### config.mk
export PLATFORM = sky130hd
export DESIGN_NAME = osa_ed_cell
export DESIGN_NICKNAME = d
export VERILOG_FILES = /design/src/sv/osa_ed_pkg.sv /design/src/sv/osa_ed_cell.sv
export SDC_FILE = /design/constraint.sdc
export NUM_CORES = 1
export LEC_CHECK = 0
export ABC_AREA = 0
export BUFFER_PORTS_ARGS = -buffer_cell sky130_fd_sc_hd__buf_2
export CORE_ASPECT_RATIO = 2
export CORE_MARGIN = 4
export CORE_UTILIZATION = 40
export DETAILED_ROUTE_END_ITERATION = 16
export GPL_TIMING_DRIVEN = 0
export SYNTH_ARGS = -nofsm -noshare
export SYNTH_HDL_FRONTEND = slang
export SYNTH_SLANG_ARGS = --single-unit
### constraint.sdc
create_clock -name i_clk -period 10.2 [get_ports i_clk]
set_input_delay 0 -clock i_clk [delete_from_list [all_inputs] [get_ports i_clk]]
set_output_delay 0 -clock i_clk [all_outputs]
set_load 0.01 [all_outputs]
### src/sv/osa_ed_pkg.sv
`timescale 1ns / 1ps
// ----------------------------------------------------------------------------
// Optimal string alignment distance - shared definitions
// Types, codes and arithmetic helpers used by the cell row and the top level.
// ----------------------------------------------------------------------------
package osa_ed_pkg;

    localparam int MAX_LEN_DEF = 64;
    localparam int DIST_W      = 16;
    localparam int SYM_W       = 8;
    localparam int COST_W      = 8;
    localparam int CFG_IDX_W   = 2;

    typedef enum logic [1:0] {
        FUNC_LOAD   = 2'd0,
        FUNC_STREAM = 2'd1,
        FUNC_END    = 2'd2
    } t_func;

    typedef enum logic [CFG_IDX_W-1:0] {
        CFG_INSERT     = 2'd0,
        CFG_DELETE     = 2'd1,
        CFG_SUBSTITUTE = 2'd2,
        CFG_TRANSPOSE  = 2'd3
    } t_cfg_idx;

    typedef struct packed {
        logic [1:0]       func;
        logic [SYM_W-1:0] symbol;
    } t_in;

    typedef struct packed {
        logic [DIST_W-1:0] distance;
        logic              too_long;
    } t_out;

    typedef struct packed {
        logic [COST_W-1:0] ins;
        logic [COST_W-1:0] del;
        logic [COST_W-1:0] sub;
        logic [COST_W-1:0] trn;
    } t_costs;

    // Wavefront token handed from cell to cell.
    typedef struct packed {
        logic              valid;
        logic [SYM_W-1:0]  sym;        // current first-string symbol
        logic [SYM_W-1:0]  last_sym;   // previous first-string symbol
        logic              deep;       // at least one earlier first-string symbol
        logic              near_ok;    // left neighbour is a real column
        logic [SYM_W-1:0]  near_sym;   // second-string symbol of left neighbour
        logic [DIST_W-1:0] new_val;    // new row value of left neighbour
        logic [DIST_W-1:0] prev_val;   // old row value of left neighbour
        logic [DIST_W-1:0] prev2_near; // row before previous, left neighbour
        logic [DIST_W-1:0] prev2_far;  // row before previous, two to the left
    } t_token;

    // Load broadcast: writes one column of the row.
    typedef struct packed {
        logic              en;
        logic [SYM_W-1:0]  sym;
        logic [DIST_W-1:0] margin;
    } t_load;

    function automatic logic [DIST_W-1:0] sat_add(input logic [DIST_W-1:0] a,
                                                  input logic [COST_W-1:0] b);
        logic [DIST_W:0] s;
        s = {1'b0, a} + {{(DIST_W + 1 - COST_W){1'b0}}, b};
        return s[DIST_W] ? {DIST_W{1'b1}} : s[DIST_W-1:0];
    endfunction

    function automatic logic [DIST_W-1:0] min2(input logic [DIST_W-1:0] a,
                                               input logic [DIST_W-1:0] b);
        return (a < b) ? a : b;
    endfunction

endpackage

### src/sv/osa_ed_cell.sv
`timescale 1ns / 1ps
// ----------------------------------------------------------------------------
// Optimal string alignment distance - column cell
// Holds one second-string symbol and its two stored row values, and updates
// them when the wavefront token passes.
// ----------------------------------------------------------------------------
module osa_ed_cell #(
    parameter int MAX_LEN  = osa_ed_pkg::MAX_LEN_DEF,
    parameter int CELL_IDX = 1
) (
    input  logic                             i_clk,
    input  logic                             i_rst_n,
    input  osa_ed_pkg::t_costs               i_costs,
    input  osa_ed_pkg::t_load                i_load,
    input  logic [$clog2(MAX_LEN + 1)-1:0]   i_load_idx,
    input  osa_ed_pkg::t_token               i_tok,
    input  logic [$clog2(MAX_LEN + 1)-1:0]   i_remain,
    output osa_ed_pkg::t_token               o_tok,
    output logic [$clog2(MAX_LEN + 1)-1:0]   o_remain
);
    import osa_ed_pkg::*;

    localparam int RW = $clog2(MAX_LEN + 1);

    logic [SYM_W-1:0]  r_sym;
    logic [DIST_W-1:0] r_prev;
    logic [DIST_W-1:0] r_prev2;
    t_token            r_tok;
    t_token            n_tok;
    logic [RW-1:0]     r_remain;
    logic [RW-1:0]     n_remain;

    logic              active;
    logic              differ;
    logic              transpose_ok;
    logic [DIST_W-1:0] best;

    // The cell takes part only while the token still has columns to visit.
    assign active = i_tok.valid && (i_remain != '0);
    assign differ = (i_tok.sym != r_sym);
    assign transpose_ok = i_tok.deep && i_tok.near_ok &&
                          (i_tok.sym == i_tok.near_sym) && (i_tok.last_sym == r_sym);

    always_comb begin
        best = sat_add(r_prev, i_costs.ins);
        best = min2(best, sat_add(i_tok.new_val, i_costs.del));
        best = min2(best, sat_add(i_tok.prev_val, differ ? i_costs.sub : '0));
        if (transpose_ok) begin
            best = min2(best, sat_add(i_tok.prev2_far, differ ? i_costs.trn : '0));
        end
    end

    always_comb begin
        n_tok    = i_tok;
        n_remain = (i_remain == '0) ? '0 : i_remain - RW'(1);
        if (active) begin
            n_tok.near_ok    = 1'b1;
            n_tok.near_sym   = r_sym;
            n_tok.new_val    = best;
            n_tok.prev_val   = r_prev;
            n_tok.prev2_near = r_prev2;
            n_tok.prev2_far  = i_tok.prev2_near;
        end
    end

    // Only the valid bit is reset; the rest of the token is qualified by it.
    always_ff @(posedge i_clk) begin
        if (!i_rst_n) begin
            r_tok.valid <= 1'b0;
        end else begin
            r_tok.valid <= n_tok.valid;
        end
        r_tok.sym        <= n_tok.sym;
        r_tok.last_sym   <= n_tok.last_sym;
        r_tok.deep       <= n_tok.deep;
        r_tok.near_ok    <= n_tok.near_ok;
        r_tok.near_sym   <= n_tok.near_sym;
        r_tok.new_val    <= n_tok.new_val;
        r_tok.prev_val   <= n_tok.prev_val;
        r_tok.prev2_near <= n_tok.prev2_near;
        r_tok.prev2_far  <= n_tok.prev2_far;
        r_remain         <= n_remain;
    end

    always_ff @(posedge i_clk) begin
        if (i_load.en && (i_load_idx == RW'(CELL_IDX - 1))) begin
            r_sym  <= i_load.sym;
            r_prev <= i_load.margin;
        end else if (active) begin
            r_prev  <= best;
            r_prev2 <= r_prev;
        end
    end

    assign o_tok    = r_tok;
    assign o_remain = r_remain;

endmodule

==> flow_results.org, run 1 <==
** Status
- The flow ran to the end, and the final reports show no timing, DRC or antenna violations.

** Floorplan
- Area enclosed by the die boundary :: between 20000 and 30000 sq um
- Core area :: about 23000 sq um
- Ports :: about 260
- In this run the horizontal extent of the chip is between 100 and 150 um.
- Die height :: about 220 um
- For this configuration, the core starts out at a cell density of 40.5%.
- The floorplan has 78 rows.

** GRT
- Entering global routing, the biggest net connects 18 pins.
- Final global-route overflow total :: 0
- Antenna violations before repair :: 5
- The first global-routing pass estimated 56300 um of wire.
- In the global route stage, overall resource usage came out at 29.5%.
- The number of global-route vias before repair is a little over 10000.

** Synthesis
- The largest total area in the synthesized netlist belongs to sky130_fd_sc_hd__dfxtp_1.
- Most repeated cell in the gate-level netlist after synthesis :: sky130_fd_sc_hd__nand2_1
- Most common library cells after synthesis :: 250 x sky130_fd_sc_hd__nand2_1, 98 x sky130_fd_sc_hd__dfxtp_1, 78 x sky130_fd_sc_hd__ha_1
- Cell area after technology mapping :: roughly 9200 sq um
- The number of nets handed over by synthesis was ~1300.
- Counting flops with a built-in enable in the synthesized netlist gives 40.
- A synthesized cell averages approximately 8.4 sq um.
- For this run, the leading register cell type out of synthesis is sky130_fd_sc_hd__dfxtp_1.
- For this run, the register share of the synthesized area comes to about a third.
- For this run, the number of Yosys warnings is 0.
- After synthesis, the netlist uses 76 different library cells.
- In this run the biggest area consumer among cell types represents 21.4% of the synthesized area.
- Yosys attributes the largest share of cell area to sky130_fd_sc_hd__dfxtp_1 21%, sky130_fd_sc_hd__edfxtp_1 13%, sky130_fd_sc_hd__ha_1 11%.
- Number of synthesized register bits :: 138
- Counting every instance in the synthesized netlist gives around 1100.
- Counting flops with an async set or reset pin after synthesis yields a share of 0%.

** Timing
- Tightest slew margin relative to the limit :: between 20% and 30%
- Total setup violations reported at the end of the flow :: 0
- Setup repair after global routing left no endpoint under its margin.
- The number of hold violations in the final report came to 0.
- Final Cycle Share :: about 95%
- For the final routed database, the setup TNS stands at 0 ns.
- The worst path needs roughly 9.7 ns of the cycle, external delays included.
- On the final layout, the worst clock skew is between 0.015 and 0.02 ns.
- Max Freq :: roughly 100 MHz
- Slew at the pin closest to its max-slew limit :: 1.10 ns
- WHS :: 0.0225 ns
- The count of pins over their slew limit came to 0.

** Clocking
- In this run the clock root is driven by a sky130_fd_sc_hd__clkbuf_16.
- CTS tree :: built
- Post-CTS setup-driven buffer insertion count :: 0
- Maximum level of the CTS H-tree :: 4
- At the later pin of the worst-skew pair, clock insertion delay measures about 0.44 ns.
- For this design, the sink count on the clock tree is 138.
- Clock-pin transition on the worst setup and hold timing paths :: around 0.070 ns
- The longest clock path from root to sink contains 2 buffers.
- Number of buffers created by CTS :: 17

** Cells and area
- The post-route netlist has a little under a quarter of its cells at a drive strength greater than 1.
- Layout fillers :: 2128
- Cells fill a little under three fifths of the core in the end.
- Area added between synthesis and finish :: 39.1%
- The net count of the finished layout is around 1700.

** Run
- Across the run, the number of max-cap violations was 0.

** Detailed routing
- DRT antenna net count :: 0
- Total wire length :: roughly 38000 um
- DRC violation total after the first TritonRoute iteration :: ~590
- For this run, design rule violations remaining after detail routing come to 0.
- Routed wire per std cell :: approximately 21 um
- The first detailed-routing pass took 5 iterations.
- Via density per instance :: 5.46
- Summing over every cut layer, the via total after detailed routing is ~9800.

** Pwr
- Portion of total power attributed to sequential cells :: between 20 and 30%
- Per report_power, the combinational group accounts for 56.9% of the total.
- Switching power :: 1.55 mW
- The internal portion of the total power is between 1.5 and 2 mW.
- Share of total power in the clock network :: 17.8%
- For this design the static power due to leakage is 6.07 nW.
- Across the VDD grid, the largest voltage drop is ~0.00020 V.
- Total power after layout :: between 3 and 4 mW
- Net switching is about 46% of the power.
- Power spread over the standard cell area amounts to 267 nW/um^2.

** Worst setup path
- In this run the worst path has a maximum fanout of 10.
- Among the stages of the critical path, the cell type that occurs most often is sky130_fd_sc_hd__ha_1.
- The largest single stage delay on the critical path is approximately 0.6 ns.
- Worst endpoint required time :: roughly 11 ns
- The critical path is of the reg2reg type.
- Sort of element at the start of the critical path :: register
- For the worst setup path, the data arrival time is ~10 ns.
- The slowest stage of the critical path belongs to the cell sky130_fd_sc_hd__or4_4.
- STA classifies the critical path endpoint as a register.

** Placement
- Input/output buffers :: 259
- The congestion estimate from routability-driven global placement came to about 0.95.
- Estimated wirelength of the detail-placed design :: between 30000 and 40000 um

** Min path
- Path class of the lowest-slack min-delay path :: in2reg
-- cell usage in the layout, fill, tap and decap left out, drive strengths merged, types with 9 or more instances in the layout --
cell and n:
dlygate4sd3 126, nand4 19, a31oi 10, a21oi 44, buf 267, xnor2 31, dfxtp 98, mux2i 27
clkbuf 40, nand2 250, o31ai 16, o21a 14, mux2 10, o211ai 12, and3 11, o21ai 48
edfxtp 40, or2 9, nand3 26, nand2b 12, nor2 61, a21o 14, xor2 21, and2 29
inv 59, ha 78, nor3 21
-- metal layers --
metal / routed length (um) / global-route usage [%]
met1: 12100 / 26.5
met2: 20900 / 56.7
met3: 1790 / 3.33
met4: 3370 / 22.6
met5: 0 / 0
-- kinds of logic (layout without fill, tap and decap cells) --
logic type	Yosys count	in the layout	synth area share (%)
multiplexers	37	37	4.18
other	0	5	0
adder cells (fa/ha/maj)	82	82	11.5
buffers and inverters	79	497	3.55
AND/OR/NAND/NOR	477	477	24.0
flip-flops	138	138	34.5
XOR/XNOR	52	52	4.97
AO/OA/AOI/OAI	227	227	17.3
-- metrics by stage --
| stage | setup slack, ns | cell area [sq um] | instances |
|---|---|---|---|
| 6_report | 0.538 | 12700 | 1795 |
| 5_1_grt | 0.0416 | 12700 | 1795 |
| 4_1_cts | 0.0682 | 12700 | 1789 |
| 3_5_place_dp | -0.449 | 10800 | 1631 |
| 3_3_place_gp | -0.370 | 10800 | 1631 |
| 2_1_floorplan | 1.35 | 9160 | 1092 |
-- sequential cells by signal (all words and copies together), names as in the netlist --
signal / flops
r_prev: 16
r_sym: 8
r_prev2: 16
o_tok: 91
o_remain: 7
-- cell type report --
| class | count | area (sq um) | area share (%) |
|---|---|---|---|
| Buffer | 30 | 146 | 1.15 |
| Multi-Input combinational cell | 875 | 5740 | 45.1 |
| Tap cell | 280 | 350 | 2.75 |
| Timing Repair Buffer | 386 | 2570 | 20.2 |
| Clock buffer | 17 | 425 | 3.34 |
| Sequential cell | 138 | 3160 | 24.8 |
| Clock inverter | 15 | 150 | 1.18 |
| Inverter | 49 | 184 | 1.44 |
| Antenna cell | 5 | 12.5 | 0.0982 |
-- worst max-delay path: cells and delay by family, from the launching register on --
family	cells	cell delay [ns]
adders and majority gates	5	1.61
DFF	1	0.50
buffers and inverters	4	0.72
AOI/OAI and AO/OA	14	3.55
and+or+nand+nor	13	3.17
-- power by group through the flow --
stage | combinational (mW) | sequential, mW | clock (mW)
after floorplan | 1.19 | 0.836 | 0
after global placement | 1.82 | 0.869 | 0
after detailed placement | 1.83 | 0.871 | 0
after CTS | 1.90 | 0.860 | 0.610
after global routing | 2.12 | 0.869 | 0.634
final | 1.93 | 0.861 | 0.606
-- timing repair --
| action | 4_1_cts | 5_1_grt |
|---|---|---|
| pin swaps | 1 | 2 |
| endpoints found under the setup margin | 23 | 32 |
| resized for setup | 6 | 11 |
| hold buffers | 126 | 0 |
| hold endpoints to repair | 116 | 0 |
-- final timing paths --
kind | from | endpoint | slack [ns] | cells past startpoint
min | i_tok[40] | o_tok[40]$_DFF_P_ | 0.02 | 3
min reg2reg | r_prev2[14]$_DFFE_PP_ | o_tok[30]$_DFF_P_ | 0.43 | 2
max | r_prev[0]$_DFFE_PP_ | o_tok[57]$_DFF_P_ | 0.54 | 36
max reg2reg | r_prev[0]$_DFFE_PP_ | o_tok[57]$_DFF_P_ | 0.54 | 36
Power figures use the tool's default switching activity.
==> inputs of run 2 (changes only) <==
ABC_AREA = not set   (was 0)
RECOVER_POWER = 25   (was not set)
SLEW_MARGIN = 20   (was not set)
==> flow_results.org, run 2 (synthesis gave the netlist of run 1 again) <==
** Status
- Run status :: finished clean

** Floorplan
- The core region is roughly 23000 sq um.
- Width of the die :: about 120 um
- The initial utilization of the core area, before any placement, comes to 40.5%.
- The floorplan has just under 80 rows.
- Area enclosed by the die boundary :: between 20000 and 30000 sq um
- Die height :: around 220 um
- approximately 260 I/O pins were placed.

** Detailed routing
- After detailed routing, the average wire length per cell comes to ~21 um.
- In the routed layout, each cell is associated on average with a via count of about 5.5.
- Total wire length :: approximately 38000 um
- DRC violations left :: 0
- In this run, the number of DRC markers left after iteration 0 of detailed routing was about 550.
- Via count :: roughly 9800
- Number of iterations in the first detailed-routing pass :: 5
- In this run the remaining antenna-violating nets after routing total 0.

** Clocking
- Clock-pin slew was measured on the worst setup and hold paths at 0.07 ns.
- The longest clock path from root to sink contains 2 buffers.
- Maximum level of the CTS H-tree :: 4
- For this design, the sink count on the clock tree is around 140.
- The later pin in the worst-skew pair is clocked with a latency of 0.44 ns.
- TritonCTS created 17 clock buffers.
- TritonCTS built the clock tree.
- Root buf cell :: sky130_fd_sc_hd__clkbuf_16

** GRT
- The total overflow left after global routing is 0.
- The number of antenna violations at the first check in global routing was 5.
- Entering global routing, the biggest net connects 18 pins.
- The number of global-route vias before repair is 10000.
- GR Util All Layers :: between 20% and 30%
- The first global-routing pass estimated around 56000 um of wire.

** Pwr
- Per report_power, the combinational group accounts for between 50% and 60% of the total.
- Summed over all cells, the static leakage comes to ~5.9 nW.
- Switching power :: ~1.6 mW
- Share of total power in the clock network :: 17.8%
- Of the total power, the share spent switching nets is between 40% and 50%.
- Cell Int Power :: roughly 1.8 mW
- Power density over the cells :: 268 nW/um^2
- Sequential cells burn 25.4% of the power.
- Largest voltage drop on the vdd net :: between 0.00015 and 0.0002 V

** Placement
- Prior to clock tree synthesis, the placed netlist has a worst setup slack of -0.416 ns.
- Routability-driven placement congestion ratio :: 0.954
- Summed over all nets, the half-perimeter wirelength after detailed placement is between 30000 and 40000 um.
- In this run the tool buffered the top-level ports with around 260 buffer cells.
- Cell Count Post-Placement :: approximately 1600

** Worst setup path
- Capturing element type of the critical path :: register
- Start-to-end type of the worst setup path :: reg2reg
- CP Data Arrival Time :: 10.06 ns
- Critical path's largest stage delay :: approximately 0.60 ns
- STA classifies the critical path startpoint as a register.
- Counting stages on the worst path, the most repeated cell is sky130_fd_sc_hd__ha_1.
- In this run the worst path has a maximum fanout of 10.
- Setup slack, reg-to-reg :: ~0.45 ns
- Worst path slowest cell :: sky130_fd_sc_hd__or4_1
- Worst endpoint required time :: between 10 and 15 ns

** Cells and area
- The net count of the finished layout is 1743.
- The register with the most flip-flops in the layout has 91 of them.
- For this run, the share of the core covered by cells in the final layout is a little under three fifths.
- The post-route netlist has 19.1% of its cells at a drive strength greater than 1.
- Leaving out fill and tap cells, the most frequent cell in the layout is sky130_fd_sc_hd__nand2_1.
- Layout fillers :: 2160
- Multi-input logic area :: ~5700 sq um
- The area growth from synthesis to layout is 38.2%.
- Leaving out filler cells and counting taps, the final layout contains approximately 1800.
- The library cells used most frequently in the layout, excluding fill and tap cells, are 249 x sky130_fd_sc_hd__nand2_1, 207 x sky130_fd_sc_hd__buf_2, 126 x sky130_fd_sc_hd__dlygate4sd3_1, 98 x sky130_fd_sc_hd__dfxtp_1, 78 x sky130_fd_sc_hd__ha_1.
- Register Area :: roughly 3200 sq um

** Timing
- RSZ-0062 raised after global routing :: false
- Final Cycle Share :: 95.6%
- Final critical-path required period :: 9.75 ns
- Setup slack after layout :: around 0.45 ns
- Setup TNS :: 0 ns
- Setup violations remaining at the end of the flow were counted as 0.
- Clock skew on the completed layout was measured at between 0.015 and 0.02 ns.
- Derived from the worst setup path, the maximum achievable clock frequency is 103 MHz.
- The number of hold violations in the final report was 0.
- Headroom to the max-slew limit came out at 26.4%.
- The count of pins over their slew limit came to 0.
- Slew at the pin closest to its max-slew limit :: roughly 1.1 ns

** Run
- Across the run, the number of max-cap violations was 0.

** Min path
- The worst hold path belongs to the class in2reg.
==> run 2: layout make-up <==
class	instances	area share (%)
repair buffers	386	19.7
clock inverters	15	1.15
multi-input cells	875	45.3
well taps	280	2.77
flip-flops and latches	138	25.0
plain buffers	30	1.16
inverters	49	1.45
diodes	5	0.0988
clock buffers	17	3.36
==> run 2: metrics by stage <==
stage	instance area, sq um	total power, mW	hold slack, ns
after floorplan	9160	2.03	0.0277
after global placement	10800	2.69	0.122
after detailed placement	10800	2.71	0.124
after CTS	12700	3.37	0.00564
after global routing	12700	3.62	0.0150
final	12700	3.39	0.0226
==> run 2: worst paths after layout <==
check / from / cells past startpoint / to
setup / recovery: r_prev[0]$_DFFE_PP_ / 35 / o_tok[57]$_DFF_P_
hold / removal: i_tok[40] / 3 / o_tok[40]$_DFF_P_
setup reg to reg: r_prev[0]$_DFFE_PP_ / 35 / o_tok[57]$_DFF_P_
hold reg to reg: r_prev2[13]$_DFFE_PP_ / 2 / o_tok[29]$_DFF_P_
==> run 2: power groups by stage <==
stage	Clock (mW)	Sequential, mW	Combinational [mW]
floorplan	0	0.836	1.19
global placement	0	0.869	1.82
detailed placement	0	0.871	1.83
CTS	0.609	0.860	1.90
global route	0.634	0.871	2.12
finish	0.605	0.863	1.93
==> run 2: metal layers <==
layer | GRT usage (%) | vias up | part of all wire [%]
li1 | - | 4710 | -
met5 | 0 | - | 0
met4 | 24.2 | 0 | 9.6
met1 | 26.0 | 4596 | 31
met2 | 55.4 | 380 | 54
met3 | 3.66 | 129 | 4.8
==> run 2: critical path, delay by kind of cell, from the launching register on <==
kind,cells,cell delay [ns]
AND/OR/NAND/NOR,13,3.33
adder cells (fa/ha/maj),5,1.59
flip-flops,1,0.50
buffers and inverters,3,0.50
AO/OA/AOI/OAI,14,3.72
==> run 2: what timing repair did <==
action / 4_1_cts / 5_1_grt
hold buffers: 126 / 0
setup endpoints to repair: 23 / 30
resized for setup: 6 / 9
setup buffers: 0 / 1
pin swaps: 1 / 2
endpoints found under the hold margin: 116 / 0
==> inputs of run 3 (changes only) <==
--- a/config.mk
+++ b/config.mk
@@ -9,3 +9,3 @@
 export CORE_ASPECT_RATIO = 2
-export CORE_MARGIN = 4
+export CORE_MARGIN = 2
 export CORE_UTILIZATION = 40
==> constraint.sdc (replaced) <==
create_clock -name i_clk -period 10.2 [get_ports i_clk]
set_input_delay 2.04 -clock i_clk [delete_from_list [all_inputs] [get_ports i_clk]]
set_output_delay 2.04 -clock i_clk [all_outputs]
set_load 0.01 [all_outputs]
==> flow_results.org, run 3 (synthesis gave the netlist of run 1 again) <==
** Timing
- Worst clock skew on the final layout :: ~0.0077 ns
- Max Freq :: roughly 99 MHz
- At the pin with the least slew margin, the transition time is around 1.1 ns.
- The number of hold violations in the final report is 0.
- Tightest slew margin relative to the limit :: between 20% and 30%
- In the finished design, the share of the clock period the worst path needs comes to slightly below 100%.
- Setup violations remaining at the end of the flow were counted as 0.
- The smallest clock period supported by the final layout is computed as between 10 and 15 ns.
- The count of pins over their slew limit came to 0.

** Min path
- Endpoint of the worst hold path :: o_tok[18]$_DFF_P_
- Hold Crit Start :: r_prev2[2]$_DFFE_PP_
- Count of cells along the worst hold path :: 2
- Path class of the lowest-slack min-delay path :: reg2reg

** Detailed routing
- The count of nets left with antenna violations once routing finished came out at 0.
- DRC violations left :: 0
- In the final routed layout, each cell accounts on average for 22.4 um.
- Summing over every cut layer, the via total after detailed routing is around 9400.
- After detailed routing, the number of vias per cell comes to 5.53.
- Total wire length :: 38000 um
- Before antenna repair, the detailed router went through 5 iterations.
- The detailed router finished its first iteration with 570 violations.

** Clocking
- Number of clock sinks seen by CTS :: 138
- Maximum level of the CTS H-tree :: 4
- CTS hold repair buffers :: 0
- The number of clock buffers added by TritonCTS is 17.
- At the later pin of the worst-skew pair, clock insertion delay measures ~0.43 ns.
- No sink is reached through more buffers than the 2 on the longest clock path.
- TritonCTS built the clock tree.
- Root buf cell :: sky130_fd_sc_hd__clkbuf_16
- After clock tree synthesis, the clock-pin slew on the worst setup and hold paths is 0.06 ns.

** Worst setup path
- Number of cell instances on the worst register-to-register path :: 36
- Setup slack, reg-to-reg :: between 1 and 1.5 ns
- In this design, the stage delay of the slowest critical-path cell is roughly 0.60 ns.
- Endpoint of the worst register-to-register path :: r_prev[3]$_DFFE_PP_
- By startpoint and endpoint, the worst setup path is classified as in2reg.
- The critical path contains buffers and inverters numbering 9 combined.
- Worst endpoint required time :: between 10 and 15 ns
- Maximum net fanout on the critical path :: 10
- Top cell by count, worst path :: sky130_fd_sc_hd__ha_1
- Among all stages on the critical path, the largest delay is contributed by sky130_fd_sc_hd__or4_4.
- Capturing element type of the critical path :: register
- CP Data Arrival Time :: around 10 ns
- Grouping stages by cell kind, the critical path spends the most delay in compound AO/OA/AOI/OAI gates.
- In this run the critical register-to-register path is launched from r_prev[5]$_DFFE_PP_.
- Sort of element at the start of the critical path :: primary input

** Placement
- Cell Count Post-Placement :: between 1500 and 2000
- Input/output buffers :: roughly 260
- After detailed placement, the total cell area comes to approximately 11000 sq um.
- Routability-driven placement congestion ratio :: between 0.9 and 1
- Estimated wirelength of the detail-placed design :: between 30000 and 40000 um

** Cells and area
- Largest register FFs :: slightly above 90
- Once layout is done, the placed cells without fillers occupy between 10000 and 15000 sq um.
- Area added between synthesis and finish :: 32.4%
- Fraction of layout cells with a size suffix above 1 :: a little over a quarter
- Most frequent cells in the layout :: 246 x sky130_fd_sc_hd__nand2_1, 214 x sky130_fd_sc_hd__buf_2, 98 x sky130_fd_sc_hd__dfxtp_1, 71 x sky130_fd_sc_hd__ha_1, 65 x sky130_fd_sc_hd__clkbuf_1
- After the last flow step, the layout net total stands at 1652.
- Leaving out filler cells and counting taps, the final layout contains 1700.
- The layout has 2236 filler cells.
- The library cell used most frequently in the layout, excluding fill and tap cells, is sky130_fd_sc_hd__nand2_1.

** Floorplan
- After floorplanning, the core was sized to cover ~23000 sq um.
- For this configuration, the core starts out at a cell density of between 40 and 50%.
- The floorplan step set the die height to around 220 um.
- Number of placement rows :: 78
- Area enclosed by the die boundary :: ~24000 sq um
- Width of the die :: 111 um
- Ports :: 262

** GRT
- GR Util All Layers :: a little under a third
- Final global-route overflow total :: 0
- Vias in the first global route :: ~9400
- Global Route met1 Usage :: 26.0%
- For met2 alone, demand over resource in global routing was approximately three fifths.
- Top Usage Layer GRT :: met2
- The first global-routing pass estimated around 54000 um of wire.
- Entering global routing, the biggest net connects 18 pins.
- Antenna violations before repair :: 1
- GR Util met3 :: ~3.8%

** Pwr
- The analysis attributes to cell leakage a power of between 5 and 6 nW.
- For this design the ratio of total power to cell area is ~310 nW/um^2.
- The worst-case IR drop observed on VDD is between 0.00015 and 0.0002 V.

** Run
- The tool flagged a number of max-cap violations equal to 0.

** Status
- The run finished with clean final reports.
-- run 3: cell types whose count changed in the layout (fill, tap and decap cells not counted), moves of 7 or more --
cell,previous run,this run
sky130_fd_sc_hd__buf_2,207,214
sky130_fd_sc_hd__buf_4,2,29
sky130_fd_sc_hd__ha_1,78,71
sky130_fd_sc_hd__clkbuf_1,75,65
sky130_fd_sc_hd__dlygate4sd3_1,126,0
sky130_fd_sc_hd__buf_6,3,10
-- run 3: cell type report --
class,instances,area (sq um),share of cell area (%)
clock buffers,17,425,3.51
flip-flops and latches,138,3160,26.1
multi-input cells,875,6130,50.5
plain buffers,30,170,1.40
diodes,1,2.50,0.0206
clock inverters,15,161,1.33
repair buffers,295,1540,12.7
well taps,280,350,2.89
inverters,49,184,1.52
-- run 3: through the flow --
stage               hold slack (ns)  setup WS (ns)  utilization, %  TNS (ns)  power, mW
finish                        0.435         0.0813            53.8         0       3.80
global route                  0.448         -0.120            53.8     -1.52       4.00
floorplan                     0.408        0.00987               -         0       2.03
global placement              0.416          -1.56            48.0    -43.21       2.71
CTS                           0.434        0.00388            51.5         0       3.44
detailed placement            0.422          -1.60            48.0    -44.29       2.72
-- run 3: worst reg2reg max path: cells and delay by family, from the launching register on --
kind            cells  cell delay, ns
compound gates     11            2.46
fa+ha+maj           4            1.30
simple gates       16            3.79
flops               1            0.60
buf+inv             5            0.61
-- run 3: repair_timing --
action,4_1_cts,5_1_grt
resized for setup,29,70
setup buffers,8,27
pin swaps,12,36
gates cloned,0,1
endpoints found under the setup margin,32,32
-- run 3: per-layer routing --
layer  vias to the layer above  wire (um)
met5                         -          0
met4                         0       2870
met3                       102       1470
met2                       348      21500
met1                      4433      12200
li1                       4524          -
-- run 3: how the worst max path moves through the flow --
stage	startpoint	endpoint	slack [ns]	cells past startpoint
final	i_tok[48]	r_prev[3]$_DFFE_PP_	0.08	39
after global placement	i_tok[48]	r_prev[13]$_DFFE_PP_	-1.56	36
after floorplan	i_costs[24]	r_prev[13]$_DFFE_PP_	0.01	36
after detailed placement	i_costs[24]	o_tok[63]$_DFF_P_	-1.60	37
after CTS	i_costs[24]	r_prev[11]$_DFFE_PP_	0.004	36
after global routing	i_tok[48]	o_tok[63]$_DFF_P_	-0.12	39
-- run 3: where the power goes --
| group | total, mW | internal (mW) | switching, mW |
|---|---|---|---|
| combinational | 2.31 | 1.00 | 1.31 |
| sequential | 0.874 | 0.737 | 0.137 |
| clock | 0.617 | 0.364 | 0.253 |
